--- config.mk ---
export PLATFORM = sky130hd
export DESIGN_NAME = second_order_position_compensator
export DESIGN_NICKNAME = d
export VERILOG_FILES = /design/src/rtl/sopc_pkg.sv /design/src/rtl/second_order_position_compensator.sv /design/src/rtl/sopc_mac.sv
export SDC_FILE = /design/constraint.sdc
export NUM_CORES = 2
export LEC_CHECK = 0
export BUFFER_PORTS_ARGS = -buffer_cell sky130_fd_sc_hd__buf_2
export CORE_MARGIN = 10
export CORE_UTILIZATION = 45
export DETAILED_ROUTE_END_ITERATION = 12
export PLACE_DENSITY_LB_ADDON = 0.05
export REMOVE_ABC_BUFFERS = 1
export SLEW_MARGIN = 20
export SYNTH_ARGS = -nofsm -noshare
export SYNTH_HDL_FRONTEND = slang
export SYNTH_HIERARCHICAL = 1
export SYNTH_SLANG_ARGS = --single-unit
export TNS_END_PERCENT = 50
--- constraint.sdc ---
create_clock -name clk -period 8.8 [get_ports clk]
set_input_delay 0.88 -clock clk [delete_from_list [all_inputs] [get_ports clk]]
set_output_delay 0.88 -clock clk [all_outputs]
set_load 0.1 [all_outputs]
--- src/rtl/sopc_pkg.sv ---
`timescale 1ns / 1ps
// ----------------------------------------------------------------------------
// sopc_pkg
// Shared types and constants of the second-order position compensator:
// fixed-point widths, multiplier operand types, register indexes, resets.
// ----------------------------------------------------------------------------
package sopc_pkg;

  // Q16.16 data, Q8.24 gains
  localparam int POS_W   = 32;
  localparam int DRV_W   = 32;
  localparam int GAIN_W  = 32;
  localparam int LIM_W   = 31;
  localparam int FRAC_W  = 24;

  // operands are sign-extended to VAL_W and multiplied in two chunks
  localparam int VAL_W   = 48;
  localparam int A_W     = GAIN_W + 1;
  localparam int B_W     = FRAC_W + 1;
  localparam int PROD_W  = A_W + B_W;
  localparam int ACC_W   = VAL_W + GAIN_W + 4;
  localparam int RND_W   = ACC_W - FRAC_W;

  typedef logic signed [A_W-1:0]    mul_a_t;
  typedef logic signed [B_W-1:0]    mul_b_t;
  typedef logic signed [PROD_W-1:0] prod_t;
  typedef logic signed [ACC_W-1:0]  acc_t;
  typedef logic signed [VAL_W-1:0]  val_t;
  typedef logic signed [RND_W-1:0]  rnd_t;

  localparam acc_t RND_HALF = acc_t'(1) <<< (FRAC_W - 1);

  // control word from the sequencer to the multiply-accumulate unit
  typedef struct packed {
    logic clr;  // zero the accumulator
    logic vld;  // operands are valid this cycle
    logic hi;   // operand b is the upper chunk: weight by 2^FRAC_W
  } mac_ctrl_t;

  // configuration register indexes
  localparam int CFG_IDX_W = 3;
  localparam logic [CFG_IDX_W-1:0] CFG_ERROR_GAIN     = 3'd0;
  localparam logic [CFG_IDX_W-1:0] CFG_COMMAND_GAIN_1 = 3'd1;
  localparam logic [CFG_IDX_W-1:0] CFG_ERROR_GAIN_1   = 3'd2;
  localparam logic [CFG_IDX_W-1:0] CFG_COMMAND_GAIN_2 = 3'd3;
  localparam logic [CFG_IDX_W-1:0] CFG_ERROR_GAIN_2   = 3'd4;
  localparam logic [CFG_IDX_W-1:0] CFG_METERS_PER_REV = 3'd5;
  localparam logic [CFG_IDX_W-1:0] CFG_DRIVE_LIMIT    = 3'd6;

  // reset values
  localparam logic signed [GAIN_W-1:0] RST_ERROR_GAIN     = 32'sd1150581473;
  localparam logic signed [GAIN_W-1:0] RST_COMMAND_GAIN_1 = 32'sd16810770;
  localparam logic signed [GAIN_W-1:0] RST_ERROR_GAIN_1   = -32'sd1910924902;
  localparam logic signed [GAIN_W-1:0] RST_COMMAND_GAIN_2 = -32'sd33722;
  localparam logic signed [GAIN_W-1:0] RST_ERROR_GAIN_2   = 32'sd842216243;
  localparam logic [GAIN_W-1:0]        RST_METERS_PER_REV = 32'd0;
  localparam logic [LIM_W-1:0]         RST_DRIVE_LIMIT    = 31'd327680;

endpackage

--- src/rtl/second_order_position_compensator.sv ---
`timescale 1ns / 1ps
// ----------------------------------------------------------------------------
// second_order_position_compensator
// Saturated second-order difference-equation position compensator.
// ----------------------------------------------------------------------------
// One input word {rotor_pos, target_pos} yields one output word: the drive
// command clamped to +/- drive_limit, with out_tuser set when the clamp acted.
// A single 33x25 multiplier with a wide accumulator does all products, each
// 32-bit operand pair in two chunks: two passes for the scaled rotor position
// and ten for the five terms. A new word can be accepted in the same cycle
// that out_tvalid rises. in_tready is high only between items; a finished
// word waits in the output register while the next item is computed.
// Configuration writes are taken at any time but must only be made while
// the block is idle.
module second_order_position_compensator
  import sopc_pkg::*;
#(
  parameter int DATA_WIDTH = 32
) (
  input  logic                 clk,
  input  logic                 rst_n,
  // input stream: [31:0] target_pos, [63:32] rotor_pos
  input  logic                 in_tvalid,
  output logic                 in_tready,
  input  logic [63:0]          in_tdata,
  // output stream: [31:0] drive
  output logic                 out_tvalid,
  input  logic                 out_tready,
  output logic [31:0]          out_tdata,
  // output flag: [0] clamped
  output logic [0:0]           out_tuser,
  // configuration write port
  input  logic                 cfg_wr_en,
  input  logic [CFG_IDX_W-1:0] cfg_index,
  input  logic [GAIN_W-1:0]    cfg_wr_data
);

  typedef enum logic [2:0] {
    ST_IDLE, ST_POS_MUL, ST_POS_RND, ST_ERR, ST_SUM_MUL, ST_SUM_RND, ST_CLAMP
  } state_t;

  typedef logic signed [RND_W:0] err_t;

  localparam int STEP_W = 4;
  localparam logic [STEP_W-1:0] POS_STEPS = STEP_W'(2);
  localparam logic [STEP_W-1:0] SUM_STEPS = STEP_W'(10);

  // product terms, two multiplier passes each
  localparam logic [2:0] TERM_ERR  = 3'd0;
  localparam logic [2:0] TERM_DRV1 = 3'd1;
  localparam logic [2:0] TERM_ERR1 = 3'd2;
  localparam logic [2:0] TERM_DRV2 = 3'd3;
  localparam logic [2:0] TERM_ERR2 = 3'd4;
  localparam logic [2:0] TERM_POS  = 3'd5;

  localparam err_t ERR_MAX = err_t'({(DATA_WIDTH-1){1'b1}});
  localparam err_t ERR_MIN = ~ERR_MAX;

  // configuration
  logic signed [GAIN_W-1:0] eg0_r, cg1_r, eg1_r, cg2_r, eg2_r;
  logic [GAIN_W-1:0]        mpr_r;
  logic [LIM_W-1:0]         lim_r;

  // sequencer and datapath registers
  state_t                       state_r, state_nxt;
  logic [STEP_W-1:0]            step_r, step_nxt;
  logic signed [POS_W-1:0]      tgt_r, tgt_nxt;
  logic signed [POS_W-1:0]      rot_r, rot_nxt;
  rnd_t                         rnd_r, rnd_nxt;
  logic signed [DATA_WIDTH-1:0] err_r, err_nxt;
  logic signed [DATA_WIDTH-1:0] last_err_r, last_err_nxt;
  logic signed [DATA_WIDTH-1:0] older_err_r, older_err_nxt;
  logic signed [DRV_W-1:0]      last_drv_r, last_drv_nxt;
  logic signed [DRV_W-1:0]      older_drv_r, older_drv_nxt;
  logic                         out_tvalid_r, out_tvalid_nxt;
  logic [31:0]                  out_tdata_r, out_tdata_nxt;
  logic                         out_clamp_r, out_clamp_nxt;

  logic      in_acc;
  logic      out_free;
  logic [2:0] term;
  mul_a_t    op_a;
  mul_b_t    op_b;
  val_t      op_v;
  mac_ctrl_t ctrl;
  acc_t      acc;
  acc_t      acc_rnd;
  rnd_t      rnd_val;
  err_t      err_full;
  logic signed [DATA_WIDTH-1:0] err_sat;
  rnd_t      lim_s;
  rnd_t      drv_full;
  logic      drv_clamp;

  assign in_tready  = (state_r == ST_IDLE);
  assign in_acc     = in_tvalid & in_tready;
  assign out_free   = ~out_tvalid_r | out_tready;
  assign out_tvalid = out_tvalid_r;
  assign out_tdata  = out_tdata_r;
  assign out_tuser  = out_clamp_r;

  // operand select for the shared multiplier
  always_comb begin
    term = (state_r == ST_SUM_MUL) ? step_r[3:1] : TERM_POS;
    case (term)
      TERM_ERR: begin
        op_a = mul_a_t'(eg0_r);
        op_v = val_t'(err_r);
      end
      TERM_DRV1: begin
        op_a = mul_a_t'(cg1_r);
        op_v = val_t'(last_drv_r);
      end
      TERM_ERR1: begin
        op_a = mul_a_t'(eg1_r);
        op_v = val_t'(last_err_r);
      end
      TERM_DRV2: begin
        op_a = mul_a_t'(cg2_r);
        op_v = val_t'(older_drv_r);
      end
      TERM_ERR2: begin
        op_a = mul_a_t'(eg2_r);
        op_v = val_t'(older_err_r);
      end
      default: begin
        op_a = mul_a_t'(mpr_r);
        op_v = val_t'(rot_r);
      end
    endcase
    op_b = step_r[0] ? mul_b_t'(signed'(op_v[VAL_W-1:FRAC_W]))
                     : mul_b_t'(op_v[FRAC_W-1:0]);
    ctrl.vld = ((state_r == ST_POS_MUL) && (step_r < POS_STEPS)) ||
               ((state_r == ST_SUM_MUL) && (step_r < SUM_STEPS));
    ctrl.hi  = step_r[0];
    ctrl.clr = in_acc || (state_r == ST_ERR);
  end

  sopc_mac u_mac (
    .clk   (clk),
    .rst_n (rst_n),
    .ctrl  (ctrl),
    .op_a  (op_a),
    .op_b  (op_b),
    .acc   (acc)
  );

  // rounding, error saturation and drive clamp
  always_comb begin
    acc_rnd  = acc + RND_HALF;
    rnd_val  = rnd_t'(signed'(acc_rnd[ACC_W-1:FRAC_W]));
    err_full = err_t'(tgt_r) - err_t'(rnd_r);
    if (err_full > ERR_MAX) begin
      err_sat = ERR_MAX[DATA_WIDTH-1:0];
    end else if (err_full < ERR_MIN) begin
      err_sat = ERR_MIN[DATA_WIDTH-1:0];
    end else begin
      err_sat = err_full[DATA_WIDTH-1:0];
    end
    lim_s = rnd_t'({1'b0, lim_r});
    if (rnd_r > lim_s) begin
      drv_full  = lim_s;
      drv_clamp = 1'b1;
    end else if (rnd_r < -lim_s) begin
      drv_full  = -lim_s;
      drv_clamp = 1'b1;
    end else begin
      drv_full  = rnd_r;
      drv_clamp = 1'b0;
    end
  end

  // sequencer
  always_comb begin
    state_nxt      = state_r;
    step_nxt       = step_r;
    tgt_nxt        = tgt_r;
    rot_nxt        = rot_r;
    rnd_nxt        = rnd_r;
    err_nxt        = err_r;
    last_err_nxt   = last_err_r;
    older_err_nxt  = older_err_r;
    last_drv_nxt   = last_drv_r;
    older_drv_nxt  = older_drv_r;
    out_tvalid_nxt = out_tvalid_r & ~out_tready;
    out_tdata_nxt  = out_tdata_r;
    out_clamp_nxt  = out_clamp_r;
    case (state_r)
      ST_IDLE: begin
        if (in_acc) begin
          tgt_nxt   = in_tdata[31:0];
          rot_nxt   = in_tdata[63:32];
          step_nxt  = '0;
          state_nxt = ST_POS_MUL;
        end
      end
      ST_POS_MUL: begin
        // last step only drains the product register
        if (step_r == POS_STEPS) begin
          state_nxt = ST_POS_RND;
        end else begin
          step_nxt = step_r + STEP_W'(1);
        end
      end
      ST_POS_RND: begin
        rnd_nxt   = rnd_val;
        state_nxt = ST_ERR;
      end
      ST_ERR: begin
        err_nxt   = err_sat;
        step_nxt  = '0;
        state_nxt = ST_SUM_MUL;
      end
      ST_SUM_MUL: begin
        if (step_r == SUM_STEPS) begin
          state_nxt = ST_SUM_RND;
        end else begin
          step_nxt = step_r + STEP_W'(1);
        end
      end
      ST_SUM_RND: begin
        rnd_nxt   = rnd_val;
        state_nxt = ST_CLAMP;
      end
      ST_CLAMP: begin
        // hold until the output register is free
        if (out_free) begin
          out_tvalid_nxt = 1'b1;
          out_tdata_nxt  = drv_full[DRV_W-1:0];
          out_clamp_nxt  = drv_clamp;
          older_drv_nxt  = last_drv_r;
          last_drv_nxt   = drv_full[DRV_W-1:0];
          older_err_nxt  = last_err_r;
          last_err_nxt   = err_r;
          state_nxt      = ST_IDLE;
        end
      end
      default: begin
        state_nxt = ST_IDLE;
      end
    endcase
  end

  always_ff @(posedge clk) begin
    if (!rst_n) begin
      state_r      <= ST_IDLE;
      step_r       <= '0;
      last_err_r   <= '0;
      older_err_r  <= '0;
      last_drv_r   <= '0;
      older_drv_r  <= '0;
      out_tvalid_r <= 1'b0;
    end else begin
      state_r      <= state_nxt;
      step_r       <= step_nxt;
      last_err_r   <= last_err_nxt;
      older_err_r  <= older_err_nxt;
      last_drv_r   <= last_drv_nxt;
      older_drv_r  <= older_drv_nxt;
      out_tvalid_r <= out_tvalid_nxt;
    end
    tgt_r       <= tgt_nxt;
    rot_r       <= rot_nxt;
    rnd_r       <= rnd_nxt;
    err_r       <= err_nxt;
    out_tdata_r <= out_tdata_nxt;
    out_clamp_r <= out_clamp_nxt;
  end

  // configuration registers
  always_ff @(posedge clk) begin
    if (!rst_n) begin
      eg0_r <= RST_ERROR_GAIN;
      cg1_r <= RST_COMMAND_GAIN_1;
      eg1_r <= RST_ERROR_GAIN_1;
      cg2_r <= RST_COMMAND_GAIN_2;
      eg2_r <= RST_ERROR_GAIN_2;
      mpr_r <= RST_METERS_PER_REV;
      lim_r <= RST_DRIVE_LIMIT;
    end else if (cfg_wr_en) begin
      case (cfg_index)
        CFG_ERROR_GAIN:     eg0_r <= cfg_wr_data;
        CFG_COMMAND_GAIN_1: cg1_r <= cfg_wr_data;
        CFG_ERROR_GAIN_1:   eg1_r <= cfg_wr_data;
        CFG_COMMAND_GAIN_2: cg2_r <= cfg_wr_data;
        CFG_ERROR_GAIN_2:   eg2_r <= cfg_wr_data;
        CFG_METERS_PER_REV: mpr_r <= cfg_wr_data;
        CFG_DRIVE_LIMIT:    lim_r <= cfg_wr_data[LIM_W-1:0];
        default: begin
        end
      endcase
    end
  end

`ifndef ASSERT_OFF
  a_accept_starts: assert property (@(posedge clk) disable iff (!rst_n)
    in_acc |=> (state_r == ST_POS_MUL) && (step_r == '0))
    else $error("accepted word did not start the position pass");

  a_mac_only_in_mul: assert property (@(posedge clk) disable iff (!rst_n)
    ctrl.vld |-> (state_r == ST_POS_MUL) || (state_r == ST_SUM_MUL))
    else $error("multiplier issued outside a multiply pass");

  a_drive_in_limit: assert property (@(posedge clk) disable iff (!rst_n)
    (state_r == ST_CLAMP) |-> (drv_full <= lim_s) && (drv_full >= -lim_s))
    else $error("drive outside the saturation bound");
`endif

endmodule

--- src/rtl/sopc_mac.sv ---
`timescale 1ns / 1ps
// ----------------------------------------------------------------------------
// sopc_mac
// Shared multiply-accumulate unit: one registered signed multiply per cycle,
// then an exact add of the product into a wide accumulator.
// ----------------------------------------------------------------------------
module sopc_mac
  import sopc_pkg::*;
(
  input  logic      clk,
  input  logic      rst_n,
  input  mac_ctrl_t ctrl,
  input  mul_a_t    op_a,
  input  mul_b_t    op_b,
  output acc_t      acc
);

  prod_t prod_r;
  logic  prod_vld_r;
  logic  prod_hi_r;
  acc_t  acc_r;
  acc_t  addend;

  always_comb begin
    addend = prod_hi_r ? (acc_t'(prod_r) <<< FRAC_W) : acc_t'(prod_r);
  end

  always_ff @(posedge clk) begin
    if (!rst_n) begin
      prod_vld_r <= 1'b0;
      prod_hi_r  <= 1'b0;
      acc_r      <= '0;
    end else begin
      prod_vld_r <= ctrl.vld;
      prod_hi_r  <= ctrl.hi;
      if (ctrl.clr) begin
        acc_r <= '0;
      end else if (prod_vld_r) begin
        acc_r <= acc_r + addend;
      end
    end
  end

  always_ff @(posedge clk) begin
    prod_r <= op_a * op_b;
  end

  assign acc = acc_r;

endmodule
======== Yosys cells after proc, flatten, opt, wreduce, memory -nomap -nowiden ========
Cells that the tools add are included.
word-level totals
  register bits ........................... 692
  output and inout port bits .............. 35
  input port bits ......................... 104
operators by class
  reductions and logical operators ........ 21
  bitwise operators ....................... 6
  $add $sub $neg .......................... 5
  equality and inequality tests ........... 24
  muxes and demuxes ....................... 20
  multipliers ............................. 1
  magnitude comparators ................... 6
operators by type and width
  cell                                                              number
  one-hot mux 48 bit (5 select lines)                               1
  one-hot mux 33 bit (5 select lines)                               1
  2-to-1 mux 32 bit                                                 3
  adder 84 x 25 -> 84 bit (second input constant)                   1
  adder 84 x 82 -> 84 bit                                           1
  2-to-1 mux 81 bit                                                 1
  greater-than comparator 61 x 32 -> 1 bit (second input constant)  1
  less-than comparator 61 x 32 -> 1 bit (second input constant)     1
  subtractor 32 x 60 -> 61 bit                                      1
  greater-than comparator 60 x 32 -> 1 bit                          1
  less-than comparator 60 bit                                       1
  negator 31 -> 60 bit                                              1
  multiplier 33 x 25 -> 58 bit                                      1
  2-to-1 mux 25 bit                                                 1
  equality test 3 bit (second input constant)                       7
  one-hot mux 3 bit (7 select lines)                                1
  equality test 3 x 2 -> 1 bit (second input constant)              6
  AND reduction 2 bit                                               9
  one-hot mux 4 bit (4 select lines)                                1
  2-to-1 mux 3 bit                                                  5
  2-to-1 mux 4 bit                                                  3
  equality test 3 x 1 -> 1 bit (second input constant)              3
  logical NOT 3 bit                                                 3
  AND reduction 4 bit                                               2
  other kinds (15)                                                  27

======== Depth between registers and ports, before layout ========
  depth in word-level cells ............... 6
  depth in mapped cells ................... 39
  mapped depth without buffers ............ 36

======== By module ========
Netlist, hierarchy kept.
modules (own cells, without submodules)
  module                             times used  sequential area each (um^2)  cells each  area each (um^2)
  sopc_mac                           1           2882.8                       4377        38932.3
  second_order_position_compensator  1           12862.3                      3857        32437.4

======== Least setup slack after synthesis ========
OpenSTA, ideal clock, no wires.
  kind .................................... reg2reg
  start point ............................. reg step_r[1]
  end point ............................... reg u_mac.prod_r[57]
  required time ........................... 8.728 ns
  arrival ................................. 9.568 ns
  setup time .............................. 0.072 ns
  buffers on the path ..................... 5
  slack ................................... -0.840 ns
  cell stages (with the launch flop) ...... 36
  path through ............................ dfxtp_1 clkbuf_1 clkbuf_1 buf_1 mux2i_1 nor2_1 a21oi_1 nor2_1 nor3_1 o21ai_0 clkinv_1 clkbuf_1 nor2_1 fa_1 fa_1 fa_1 fa_1 fa_1 fa_1 inv_1 fa_1 inv_1 ha_1 buf_2 a21oi_1 o21ai_0 a21o_1 a221o_1 a21oi_2 or3_1 a21o_2 o21ai_2 a311oi_2 o21ai_1 a21oi_1 xnor2_1
on the way
  cells in the longest elaborated chain, start to end .. 5
  elaborated cells between the ends (all ways) .. 10
  classes of those cells .................. mul (1); eq/ne (4); mux (4); reduce/logical (1)
ends and longest elaborated chain
  item                                         RTL line                                  source
  from (decl)                                  second_order_position_compensator.sv:66   logic [STEP_W-1:0] step_r, step_nxt;
  from (signal assigned)                       second_order_position_compensator.sv:255  step_r <= step_nxt;
  2-to-1 mux 3 bit (*)                         second_order_position_compensator.sv:104  term = (state_r == ST_SUM_MUL) ? step_r[3:1] : TERM_POS;
  equality test 3 bit (tied with other cells)  second_order_position_compensator.sv:105  case (term)
  one-hot mux 48 bit (5 select lines) (*)      second_order_position_compensator.sv:105
  2-to-1 mux 25 bit (*)                        second_order_position_compensator.sv:131  op_b = step_r[0] ? mul_b_t'(signed'(op_v[VAL_W-1:FRAC_W]))
  named net op_b[23]                           second_order_position_compensator.sv:83   mul_b_t op_b;
  multiplier 33 x 25 -> 58 bit (*)             sopc_mac.sv:45                            prod_r <= op_a * op_b;
  to (signal assigned)                         sopc_mac.sv:45
  to (decl)                                    sopc_mac.sv:18                            prod_t prod_r;
The timed path passes the listed nets; every way through them passes the cells marked *.
A chain may end at the register's enable or synchronous reset.

======== Worst setup path after layout ========
  start point ............................. reg step_r[1]
  end point ............................... reg u_mac.prod_r[36]
The elaborated chain is that of the path after synthesis.

==> results.yml <==
timing:
  hold_violations: 0
  period_needed_ns: 8.52
  fin_ws_ns: 0.277
  worstMarginPinSlew_ns: 1.03
  drv_slew: 0
  whs_ns: 0.323
  relSlewSlack_pct: 31.6
  final.setup_skew_ns: 0.0920
  fmax_ghz: 0.117
  finalSetupViolCount: 0
  finalCritPeriodShare_pct: 96.9
  rsz0062_at_grt: "yes"
setup_path:
  cpMostUsedCell: "fa_1"
  critPathKind: "reg -> reg"
  r2r-end: "u_mac/prod_r[36]"
  reg2reg_from: "step_r[1]"
  r2r_cells: 35
  cpPeakStageDelay_ns: 0.58
  worstPathArrival_ns: 9.07
  r2r_setup_slack_ns: 0.28
  critPathLaunchType: "flop"
  crit_path_end_kind: "flop"
  critical_path_required_ns: 9.35
  cp_max_fo: 16
  slowest_stage: "fa_1"
power:
  pwr-share-comb_pct: 43.1
  p_leak_nw: 36.2
  power_per_cell_area_nw_per_um2: 163
  internal-power_mw: 7.94
  power.share.clock_pct: 27.7
  p_total_mw: 13.2
  swShare_pct: 40.0
  p_sw_mw: 5.30
  seq_power_share_pct: 29.1
  ir_drop_mv: 0.156
global_routing:
  grt_pass1_wl_um: 373000
  grt.total_usage_pct: 27.5
  antenna_found_initial: 8
  grt_overflow_total: 0
  grt_pass1_vias: 59114
  grt_max_degree: 111
cts:
  h-tree-depth: 3
  insertion_delay_ns: 0.74
  hold_buffers: 0
  cts_buffers: 85
  path_clk_slew_ns: 0.06
  clockBufferDepth: 3
  clkSinkCount: 692
  clockRootBuffer: "clkbuf_16"
  cts_tree: "built"
finish:
  area_growth_pct: 13.8
  drive_gt1_share_pct: 12.3
  fillCellCount: 14880
  instances_no_fill: 10572
  largest_reg_flops: 84
  layout_commonest_cell: "nand2_1"
  final_cell_mix: "1397 x nand2_1, 1008 x inv_1, 838 x fa_1, 497 x dfxtp_1, 408 x and2_1"
  finalNetCount: 9768
  fin_util_pct: 51.4
floorplan:
  die_x_um: 418
  start_util_pct: 45.2
  ios: 139
  core-area_sq_um: 158000
  die_y_um: 418
  dieArea_sq_um: 175000
  rows: 146
synth:
  yosysTopAreaCell: "fa_1"
  synth.distinct_cells: 117
  synth_edf_count: 189
  ys_async_sr_fraction_pct: 0
  ys_warn_count: 6
  synth_area_sq_um: 71400
  ys_seq_elements: 692
  ys.flop_type: "dfxtp_1"
  synthCells: 8234
  synth.avg_cell_area_sq_um: 8.67
  ys_seq_area_share_pct: 22.1
  netlist.area_leader.share_pct: 23.7
  synth_area_leaders: "fa_1 24%, dfxtp_1 14%, edfxtp_1 8.0%"
place:
  port_buffers: 138
  dp.cells: 10342
  hpwl_um: 193000
  place_congestion: 0.963
  place_ws_ns: 0.121
detailed_routing:
  drt_iter0_drc: 5189
  dr.pass1.iters: 8
  vias: 59751
  antenna_left: 0
  routed_wl_um: 247000
  drc: 0
  wire_per_inst_um: 23.3
  viasPerCell: 5.65
hold_path:
  min_to: "tgt_r[3]"
  worstHoldStart: "in_tdata[3]"
  hold_path_depth: 1
  hp-class: "in -> reg"
status:
  status: "complete, no violations"
run:
  max-cap-violations: 0
==> cell usage after synthesis, types with 90 or more instances <==
master and instances:
a21boi_0 256, a21o_1 144, a21oi_1 361, and2_1 409, clkbuf_1 422, dfxtp_1 503
edfxtp_1 189, fa_1 844, ha_1 394, inv_1 1017, mux2i_1 115, nand2_1 1405
nand3_1 188, nand4_1 93, nor2_1 349, nor3_1 90, o21ai_0 231, xnor2_1 188
==> worst max path at each step <==
stage,cells after the start,slack [ns],from,to
after floorplan,32,-5.39,step_r[1],u_mac/prod_r[50]
after global placement,34,0.15,state_r[2],u_mac/prod_r[54]
after detailed placement,33,0.12,state_r[2],u_mac/prod_r[54]
after CTS,33,0.03,state_r[2],u_mac/prod_r[54]
after global routing,34,-0.08,step_r[1],u_mac/prod_r[51]
final,35,0.28,step_r[1],u_mac/prod_r[36]
==> cell type report <==
type	instances	area, sq um	share of cell area, %
flip-flops and latches	692	15800	19.4
clock inverters	48	582	0.716
well taps	2072	2590	3.19
inverters	1020	3840	4.73
diodes	3	7.51	0.00924
clock buffers	110	2340	2.88
repair buffers	595	5370	6.61
multi-input cells	6032	50700	62.5
==> routing by layer <==
metal | track usage (%) | up-vias | wire length, um
met5 | 0 | - | 28
met4 | 11.4 | 2 | 11700
met2 | 43.6 | 1898 | 112000
met1 | 38.2 | 29933 | 108000
li1 | - | 27522 | -
met3 | 3.21 | 396 | 14400
==> logic make-up after synthesis <==
group | count (synthesis) | share of synthesized area, %
multiplexers | 187 | 3.32
flip-flops | 692 | 22.1
AND/OR/NAND/NOR | 2819 | 18.4
adder cells (fa/ha/maj) | 1238 | 30.6
buffers and inverters | 1510 | 8.03
XOR/XNOR | 263 | 3.23
AO/OA/AOI/OAI | 1525 | 14.4
==> metrics by stage <==
step | TNS, ns | cell area (sq um)
6_report | 0 | 81200
5_1_grt | -0.416 | 81200
4_1_cts | 0 | 79800
3_5_place_dp | 0 | 76900
3_3_place_gp | 0 | 76900
2_1_floorplan | -242.92 | 69500
==> power groups by stage <==
stage	Sequential, mW	Combinational, mW	Clock, mW
finish	3.86	5.71	3.67
global placement	3.92	5.47	0
global route	3.84	6.30	3.86
floorplan	3.68	3.37	0
CTS	3.85	5.52	3.75
detailed placement	3.92	5.47	0
==> what timing repair did <==
item                                    in CTS  in global routing
endpoints found under the setup margin       2                 19
gates resized for setup                      1                145
pin swaps                                    0                 75
buffers inserted                             0                 62
cloned                                       0                  8
==> critical path: cells and delay by family (launching register included) <==
family / cells / cell delay [ns]
AND/OR/NAND/NOR: 8 / 1.05
buffers and inverters: 9 / 1.22
flip-flops: 1 / 0.41
adder cells (fa/ha/maj): 8 / 3.65
XOR/XNOR: 1 / 0.17
AO/OA/AOI/OAI: 9 / 1.84
No activity file was read; power rests on OpenSTA's default activity.
